[src/sv/pps_pkg.sv]
// ----------------------------------------------------------------------------
// pps_pkg
// Shared types and constants for the preemptive priority scheduler.
// ----------------------------------------------------------------------------
package pps_pkg;

    localparam int DEFAULT_MAX_PROCESSES = 16;

    localparam int SLOT_W  = 4;
    localparam int ARR_W   = 16;
    localparam int BURST_W = 16;
    localparam int PRIO_W  = 8;
    localparam int TIME_W  = 24;
    localparam int COUNT_W = 5;

    localparam logic [TIME_W-1:0] TIME_MAX = {TIME_W{1'b1}};

    localparam logic OP_LOAD = 1'b0;
    localparam logic OP_TICK = 1'b1;

    // load data broadcast to the cells
    typedef struct packed {
        logic [ARR_W-1:0]   arrival;
        logic [BURST_W-1:0] burst;
        logic [PRIO_W-1:0]  prio;
    } pps_load_t;

    // per-cycle control broadcast to the cells
    typedef struct packed {
        logic               dec_en;
        logic [SLOT_W-1:0]  dec_slot;
        logic [TIME_W-1:0]  cur_time;
        logic [COUNT_W-1:0] count;
    } pps_bcast_t;

    // best candidate so far, handed cell to cell
    typedef struct packed {
        logic               found;
        logic [SLOT_W-1:0]  slot;
        logic [PRIO_W-1:0]  prio;
        logic [ARR_W-1:0]   arrival;
        logic [BURST_W-1:0] burst;
        logic               last;
    } pps_token_t;

    localparam pps_token_t TOKEN_NONE = '0;

endpackage

[src/sv/pps_cell.sv]
// ----------------------------------------------------------------------------
// pps_cell
// One process slot: holds its parameters and remaining time, and merges
// itself into the candidate token passed down the chain.
// ----------------------------------------------------------------------------
module pps_cell #(
    parameter int CELL_INDEX = 0
) (
    input  logic               clk,
    input  logic               rst_n,
    input  logic               wr_en,
    input  pps_pkg::pps_load_t  ld,
    input  pps_pkg::pps_bcast_t ctl,
    input  pps_pkg::pps_token_t tok_in,
    output pps_pkg::pps_token_t tok_out,
    output logic               pending
);
    import pps_pkg::*;

    logic [ARR_W-1:0]   arrival_reg;
    logic [BURST_W-1:0] burst_reg;
    logic [PRIO_W-1:0]  prio_reg;
    logic [BURST_W-1:0] remain_reg;
    logic [BURST_W-1:0] remain_next;
    logic [BURST_W-1:0] burst_fix;
    pps_token_t         tok_reg;
    pps_token_t         tok_next;
    logic               active;
    logic               eligible;
    logic               take;

    assign burst_fix = (ld.burst == '0) ? BURST_W'(1) : ld.burst;
    assign active    = int'(ctl.count) > CELL_INDEX;
    assign pending   = active && (remain_reg != '0);
    assign eligible  = pending && (TIME_W'(arrival_reg) <= ctl.cur_time);
    assign take      = eligible && (!tok_in.found || (prio_reg < tok_in.prio));

    always_comb
    begin
        remain_next = remain_reg;
        if (wr_en)
        begin
            remain_next = burst_fix;
        end
        else if (ctl.dec_en && (int'(ctl.dec_slot) == CELL_INDEX) && (remain_reg != '0))
        begin
            remain_next = remain_reg - BURST_W'(1);
        end
    end

    always_comb
    begin
        tok_next = tok_in;
        if (take)
        begin
            tok_next.found   = 1'b1;
            tok_next.slot    = SLOT_W'(CELL_INDEX);
            tok_next.prio    = prio_reg;
            tok_next.arrival = arrival_reg;
            tok_next.burst   = burst_reg;
            tok_next.last    = (remain_reg == BURST_W'(1));
        end
    end

    always_ff @(posedge clk or negedge rst_n)
    begin
        if (!rst_n)
        begin
            remain_reg <= '0;
            tok_reg    <= TOKEN_NONE;
        end
        else
        begin
            remain_reg <= remain_next;
            tok_reg    <= tok_next;
        end
    end

    always_ff @(posedge clk)
    begin
        if (wr_en)
        begin
            arrival_reg <= ld.arrival;
            burst_reg   <= burst_fix;
            prio_reg    <= ld.prio;
        end
    end

    assign tok_out = tok_reg;

endmodule

[src/sv/preemptive_priority_scheduler.sv]
// ----------------------------------------------------------------------------
// preemptive_priority_scheduler
// Preemptive priority scheduler, one time unit per tick transaction.
//
//   channel | handshake          | payload
//   --------+--------------------+-------------------------------------------
//   in      | in_valid/in_stall  | operation slot arrival_time burst_time
//           |                    | priority_req
//   out     | out_valid/out_stall| served_slot idle finished finish_time
//           |                    | turnaround waiting all_done
//   cfg     | cfg_we             | cfg_wdata (process_count)
//
// A load writes its slot without stalling the input. In a tick, the
// candidate token walks the cell chain one cell per cycle, then the
// update state and result state. in_stall is high while a tick is in flight.
// The output register holds a result under out_stall; the next transaction
// is taken meanwhile. Reset leaves all slots empty, time at 0, count at 1.
// ----------------------------------------------------------------------------
module preemptive_priority_scheduler #(
    parameter int MAX_PROCESSES = pps_pkg::DEFAULT_MAX_PROCESSES
) (
    input  logic                         clk,
    input  logic                         rst_n,
    input  logic                         in_valid,
    output logic                         in_stall,
    input  logic                         operation,
    input  logic [pps_pkg::SLOT_W-1:0]   slot,
    input  logic [pps_pkg::ARR_W-1:0]    arrival_time,
    input  logic [pps_pkg::BURST_W-1:0]  burst_time,
    input  logic [pps_pkg::PRIO_W-1:0]   priority_req,
    output logic                         out_valid,
    input  logic                         out_stall,
    output logic [pps_pkg::SLOT_W-1:0]   served_slot,
    output logic                         idle,
    output logic                         finished,
    output logic [pps_pkg::TIME_W-1:0]   finish_time,
    output logic [pps_pkg::TIME_W-1:0]   turnaround,
    output logic [pps_pkg::TIME_W-1:0]   waiting,
    output logic                         all_done,
    input  logic                         cfg_we,
    input  logic [pps_pkg::COUNT_W-1:0]  cfg_wdata
);
    import pps_pkg::*;

    localparam int CNT_W = $clog2(MAX_PROCESSES);

    localparam logic [1:0] ST_IDLE   = 2'd0;
    localparam logic [1:0] ST_SCAN   = 2'd1;
    localparam logic [1:0] ST_UPDATE = 2'd2;
    localparam logic [1:0] ST_RESULT = 2'd3;

    logic [1:0]         state_reg, state_next;
    logic [CNT_W-1:0]   cnt_reg, cnt_next;
    logic [COUNT_W-1:0] count_reg;
    logic [TIME_W-1:0]  time_reg, time_next;

    logic               u_found_reg;
    logic [SLOT_W-1:0]  u_slot_reg;
    logic               u_fin_reg;
    logic [TIME_W-1:0]  u_time_reg;
    logic [TIME_W-1:0]  u_tat_reg;
    logic [BURST_W-1:0] u_burst_reg;

    logic               out_valid_reg;
    logic [SLOT_W-1:0]  served_reg;
    logic               idle_reg;
    logic               fin_reg;
    logic [TIME_W-1:0]  ftime_reg;
    logic [TIME_W-1:0]  tat_reg;
    logic [TIME_W-1:0]  wt_reg;
    logic               done_reg;

    logic               in_fire;
    logic               load_fire;
    logic               tick_fire;
    logic               out_free;
    logic [TIME_W-1:0]  time_inc;
    logic [TIME_W-1:0]  wt_calc;

    pps_load_t          ld;
    pps_bcast_t         ctl;
    pps_token_t         tok [MAX_PROCESSES];
    pps_token_t         tail;
    logic [MAX_PROCESSES-1:0] pend;

    assign in_stall  = (state_reg != ST_IDLE);
    assign in_fire   = in_valid && !in_stall;
    assign load_fire = in_fire && (operation == OP_LOAD);
    assign tick_fire = in_fire && (operation == OP_TICK);
    assign out_free  = !out_valid_reg || !out_stall;
    assign tail      = tok[MAX_PROCESSES-1];
    assign time_inc  = (time_reg == TIME_MAX) ? time_reg : time_reg + TIME_W'(1);
    assign wt_calc   = (u_tat_reg > TIME_W'(u_burst_reg)) ?
                       u_tat_reg - TIME_W'(u_burst_reg) : '0;

    assign ld.arrival = arrival_time;
    assign ld.burst   = burst_time;
    assign ld.prio    = priority_req;

    assign ctl.dec_en   = (state_reg == ST_UPDATE) && tail.found;
    assign ctl.dec_slot = tail.slot;
    assign ctl.cur_time = time_reg;
    assign ctl.count    = count_reg;

    for (genvar i = 0; i < MAX_PROCESSES; i++)
    begin : g_cell
        pps_token_t tin;
        if (i == 0)
        begin : g_head
            assign tin = TOKEN_NONE;
        end
        else
        begin : g_link
            assign tin = tok[i-1];
        end
        pps_cell #(
            .CELL_INDEX (i)
        ) u_cell (
            .clk     (clk),
            .rst_n   (rst_n),
            .wr_en   (load_fire && (int'(slot) == i)),
            .ld      (ld),
            .ctl     (ctl),
            .tok_in  (tin),
            .tok_out (tok[i]),
            .pending (pend[i])
        );
    end

    always_comb
    begin
        state_next = state_reg;
        cnt_next   = cnt_reg;
        time_next  = time_reg;
        unique case (state_reg)
            ST_IDLE:
            begin
                cnt_next = '0;
                if (load_fire)
                begin
                    time_next = '0;
                end
                if (tick_fire)
                begin
                    state_next = ST_SCAN;
                end
            end
            ST_SCAN:
            begin
                cnt_next = cnt_reg + CNT_W'(1);
                if (cnt_reg == CNT_W'(MAX_PROCESSES - 1))
                begin
                    state_next = ST_UPDATE;
                end
            end
            ST_UPDATE:
            begin
                time_next  = time_inc;
                state_next = ST_RESULT;
            end
            ST_RESULT:
            begin
                if (out_free)
                begin
                    state_next = ST_IDLE;
                end
            end
            default:
            begin
                state_next = ST_IDLE;
            end
        endcase
    end

    always_ff @(posedge clk or negedge rst_n)
    begin
        if (!rst_n)
        begin
            state_reg     <= ST_IDLE;
            cnt_reg       <= '0;
            count_reg     <= COUNT_W'(1);
            time_reg      <= '0;
            out_valid_reg <= 1'b0;
        end
        else
        begin
            state_reg <= state_next;
            cnt_reg   <= cnt_next;
            time_reg  <= time_next;
            if (cfg_we)
            begin
                count_reg <= cfg_wdata;
            end
            if ((state_reg == ST_RESULT) && out_free)
            begin
                out_valid_reg <= 1'b1;
            end
            else if (!out_stall)
            begin
                out_valid_reg <= 1'b0;
            end
        end
    end

    always_ff @(posedge clk)
    begin
        if (state_reg == ST_UPDATE)
        begin
            u_found_reg <= tail.found;
            u_slot_reg  <= tail.found ? tail.slot : '0;
            u_fin_reg   <= tail.found && tail.last;
            u_time_reg  <= time_inc;
            u_tat_reg   <= (tail.found && tail.last) ? time_inc - TIME_W'(tail.arrival) : '0;
            u_burst_reg <= tail.burst;
        end
        if ((state_reg == ST_RESULT) && out_free)
        begin
            served_reg <= u_slot_reg;
            idle_reg   <= !u_found_reg;
            fin_reg    <= u_fin_reg;
            ftime_reg  <= u_time_reg;
            tat_reg    <= u_tat_reg;
            wt_reg     <= u_fin_reg ? wt_calc : '0;
            done_reg   <= ~|pend;
        end
    end

    assign out_valid   = out_valid_reg;
    assign served_slot = served_reg;
    assign idle        = idle_reg;
    assign finished    = fin_reg;
    assign finish_time = ftime_reg;
    assign turnaround  = tat_reg;
    assign waiting     = wt_reg;
    assign all_done    = done_reg;

endmodule

[config.mk]
export PLATFORM = sky130hd
export DESIGN_NAME = preemptive_priority_scheduler
export DESIGN_NICKNAME = d
export VERILOG_FILES = /design/src/sv/pps_pkg.sv /design/src/sv/pps_cell.sv /design/src/sv/preemptive_priority_scheduler.sv
export SDC_FILE = /design/constraint.sdc
export NUM_CORES = 2
export LEC_CHECK = 0
export BUFFER_PORTS_ARGS = -buffer_cell sky130_fd_sc_hd__buf_2
export CAP_MARGIN = 20
export CORE_MARGIN = 3
export CORE_UTILIZATION = 44
export CTS_CLUSTER_SIZE = 16
export DETAILED_ROUTE_END_ITERATION = 10
export PLACE_DENSITY = 0.69
export SYNTH_ARGS = -nofsm -noshare
export SYNTH_HDL_FRONTEND = slang
export SYNTH_SLANG_ARGS = --single-unit
[constraint.sdc]
create_clock -name clk -period 6.4 [get_ports clk]
set_input_delay 1.6 -clock clk [delete_from_list [all_inputs] [get_ports clk]]
set_output_delay 1.6 -clock clk [all_outputs]
set_load 0.01 [all_outputs]
==> results.md <==
| Result | This run |
|---|---|
| Switching Fraction | 0.290 |
| Worst-skew pair later-pin latency | 810 ps |
| Die area | 180,000 um^2 |
| Async set-reset flop share out of synthesis | 0.560 |
| Power per Cell Area | 422 nW/um^2 |
| CTS Hold Bufs | 0 |
| Count of input and output buffers | 135 |
| Post-CTS repair timing setup buffer count | 0 |
| Antenna viol nets, final | 0 |
| Maximum vdd ir drop | 0.281 mV |
| Upper clock frequency limit | 204 MHz |
| Clock-pin transition on the worst setup and hold timing paths | 60 ps |
| Portion of total power attributed to sequential cells | 0.463 |
| Number of synthesized register bits | 1,794 |
| Number of buffers created by CTS | 178 |
| Drt pass-1 iters | 5 |
| Via density per instance | 5.28 |
| Net switching power | 10,600 uW |
| Worst setup timing slack at the placement stage | 1560 ps |
| Post-route design area | 86,800 um^2 |
| Static leakage | 0.0338 uW |
| Status | complete, no violations |
| Final HPWL from detailed placement | 115,000 um |
| Flip-flop count of the largest register, all copies and words added | 713 |
| Register area share after synthesis | 0.635 |
| Mean cell area of the mapped netlist | 13.7 um^2 |
| CP max FO | 6 |
| Worst Hold Slack | 411 ps |
| Internal power | 26,000 uW |
| Post-synth EDFFs | 789 |
| Final worst path period need | 4900 ps |
| Total DRC errors in the routed layout | 0 |
| Part of the cycle the worst path needs | 0.766 |
| Worst clock skew | 45.5 ps |
| Fraction of final layout cells with drive strength greater than 1 | 0.204 |
| Iter 0 DRT Violations | 2,931 |
| Pin count of the biggest net entering global routing | 156 |
| Number of cells upsized or downsized after cts | 0 |
| Number of max-slew violations in the final report | 0 |
| Distinct cell type count of the synthesized netlist | 94 |
| Number of failing setup endpoints in the final timing report | 0 |
| Cell accounting for the most synthesized area | dfrtp_1 |
| Vertical extent of the die | 424 um |
| Number of primary I/O pins | 136 |
| Part of the total power dissipated in combinational logic | 0.244 |
| Die W | 424 um |
| Category of the worst setup path capture point | register |
| Final-layout fill cell count | 14,514 |
| Number of hold violations in the final report | 0 |
| Initial core utilization | 0.445 |
| Placeable core region | 173,000 um^2 |
| CP Data Arrival Time | 5430 ps |
| Worst Hold Class | register to register |
| Gr ovfl total | 0 |
| Dominant cells by area after synthesis | dfrtp_1 (33%), edfxtp_1 (31%), mux2_2 (8.9%) |
| Via count of the first global-routing pass | 46,001 |
| Wire length of the first global-routing pass | 266,000 um |
| Max cap viols | 0 |
| Gp weighted congestion | 0.871 |
| Tot GR Track Use | 0.190 |
| Setup repair after global routing missed its margin | false |
| Proportion of netlist area held by the largest area contributor | 0.327 |
| WP data required | 6920 ps |
| Part of the power in the clock network | 0.293 |
| Tightest Pin Transition | 1290 ps |
| Net count after synthesis | 6,115 |
| Dominant register cell in the synthesized netlist | dfrtp_1 |
| Initial antenna violation count | 6 |
| Maximum level of the CTS H-tree | 4 |
| Via count | 43,880 |
| Power consumption | 36,600 uW |
| TritonCTS sink count | 1,794 |
| Final worst slack | 1500 ps |
| Root Driver | clkbuf_16 |
| Row count | 152 |
| Setup total negative slack | 0 ps |
| DP Area | 80,500 um^2 |
| Clock tree from TritonCTS | done |
| WL final | 170,000 um |
| Number of instances in the synthesized netlist | 5,627 |
| Buffer levels on the longest clock path | 3 |
| Post-synthesis instance area | 76,900 um^2 |
| Worst setup path class | register to register |
| Yosys synthesis warning count | 0 |
| Critical Path Start Type | register |
| Number of nets in the layout | 6,324 |
| Layout overhead on the synthesized area | 12.8% |
| Worst relative slew slack | 0.137 |
| Wirelength per Cell | 20.4 um |
==> power by group through the flow <==
stage | logic [uW] | registers, uW | clock network, uW
detailed placement | 8890 | 17100 | 0
CTS | 9020 | 17000 | 11000
global placement | 8650 | 17000 | 0
floorplan | 6580 | 16700 | 0
finish | 8920 | 16900 | 10700
global route | 9950 | 17300 | 11400
==> critical path, stage by stage, from the launching register on <==
cell and delay [ps]:
dfrtp_1 450, ha_1 260, inv_1 100, nor4_4 440
a21oi_1 210, and2_1 270, and3_1 240, xnor2_1 250
ha_1 330, a2111oi_0 450, o21ai_0 230, a41o_1 350
o211a_1 280, nor4_1 440, nand2_1 140, xnor2_1 150
nor2_1 50
==> final cells by class <==
class                           instances  area, um^2  area share
Antenna cell                            8        20.0    0.000231
Clock buffer                          251        5110      0.0589
Clock inverter                         85        1020      0.0118
Inverter                              249         935      0.0108
Multi-Input combinational cell       3394       26500       0.305
Sequential cell                      1794       48800       0.563
Tap cell                             2310        2890      0.0333
Timing Repair Buffer                  219        1460      0.0168
==> cell usage after synthesis (all sizes together), types with 6 or more instances <==
library cell  number
and2              53
and3              24
nor4b             10
mux2i             10
mux2             613
o21a              29
or2               39
o21ai            295
a31oi             28
o2111ai            7
or3               43
buf               71
nor3             100
a21o             156
clkbuf           119
or4               25
inv              246
o22ai              6
a21oi            169
xnor2            195
o31ai              7
nand2b            52
nand3b            11
ha               431
nor2             262
nand2            379
o211ai            22
and4               8
nand4             86
nor2b             45
nand3             52
dfrtp           1004
nor4              57
a211oi            29
edfxtp           789
xor2              87
==> routing by layer <==
layer,vias to the layer above,part of all wire,global-route usage
li1,20631,-,-
met1,22003,0.44,0.254
met2,939,0.48,0.315
met3,307,0.051,0.0349
met4,0,0.029,0.0616
met5,-,0,0
==> cell usage in the layout (no fill, tap or decap), types with 156 or more instances in the layout <==
cell          n
o21ai_0     290
dfrtp_1    1004
inv_1       239
xnor2_1     194
nand2_1     379
ha_1        430
a21oi_1     158
mux2_2      611
nor2_1      255
edfxtp_1    789
a21o_1      156
clkbuf_16   184
==> path summary, 6_finish.rpt <==
kind	start	slack, ps	endpoint	cells past startpoint
worst max-delay path	time_reg[1]$_DFFE_PN0P_	1500	u_tat_reg[20]$_SDFFCE_PN0P_	16
worst min-delay path	g_cell[2].u_cell.tok_out[41]$_DFF_PN0_	410	g_cell[3].u_cell.tok_out[41]$_DFF_PN0_	1
worst max register to register	time_reg[1]$_DFFE_PN0P_	1500	u_tat_reg[20]$_SDFFCE_PN0P_	16
worst min register to register	g_cell[2].u_cell.tok_out[41]$_DFF_PN0_	410	g_cell[3].u_cell.tok_out[41]$_DFF_PN0_	1
max in group asynchronous	rst_n	4090	g_cell[0].u_cell.tok_out[40]$_DFF_PN0_	2
min in group asynchronous	rst_n	830	g_cell[4].u_cell.remain_reg[9]$_DFFE_PN0P_	1
==> through the flow <==
step / std cells / utilization
6_report: 8310 / 0.502
5_1_grt: 8302 / 0.502
4_1_cts: 8299 / 0.502
3_5_place_dp: 7963 / 0.466
3_3_place_gp: 7963 / 0.466
2_1_floorplan: 5627 / -
==> kinds of logic (layout without fill, tap and decap cells) <==
family | count (synthesis) | after routing | share of synthesized area
flip-flops | 1794 | 1794 | 0.635
AND/OR/NAND/NOR | 1259 | 1259 | 0.0832
multiplexers | 623 | 623 | 0.0910
AO/OA/AOI/OAI | 797 | 797 | 0.0644
buffers and inverters | 439 | 804 | 0.0234
other | 0 | 8 | 0
XOR/XNOR | 282 | 282 | 0.0323
adder cells (fa/ha/maj) | 433 | 433 | 0.0706
Note: power is estimated with default switching activity, not from simulation.
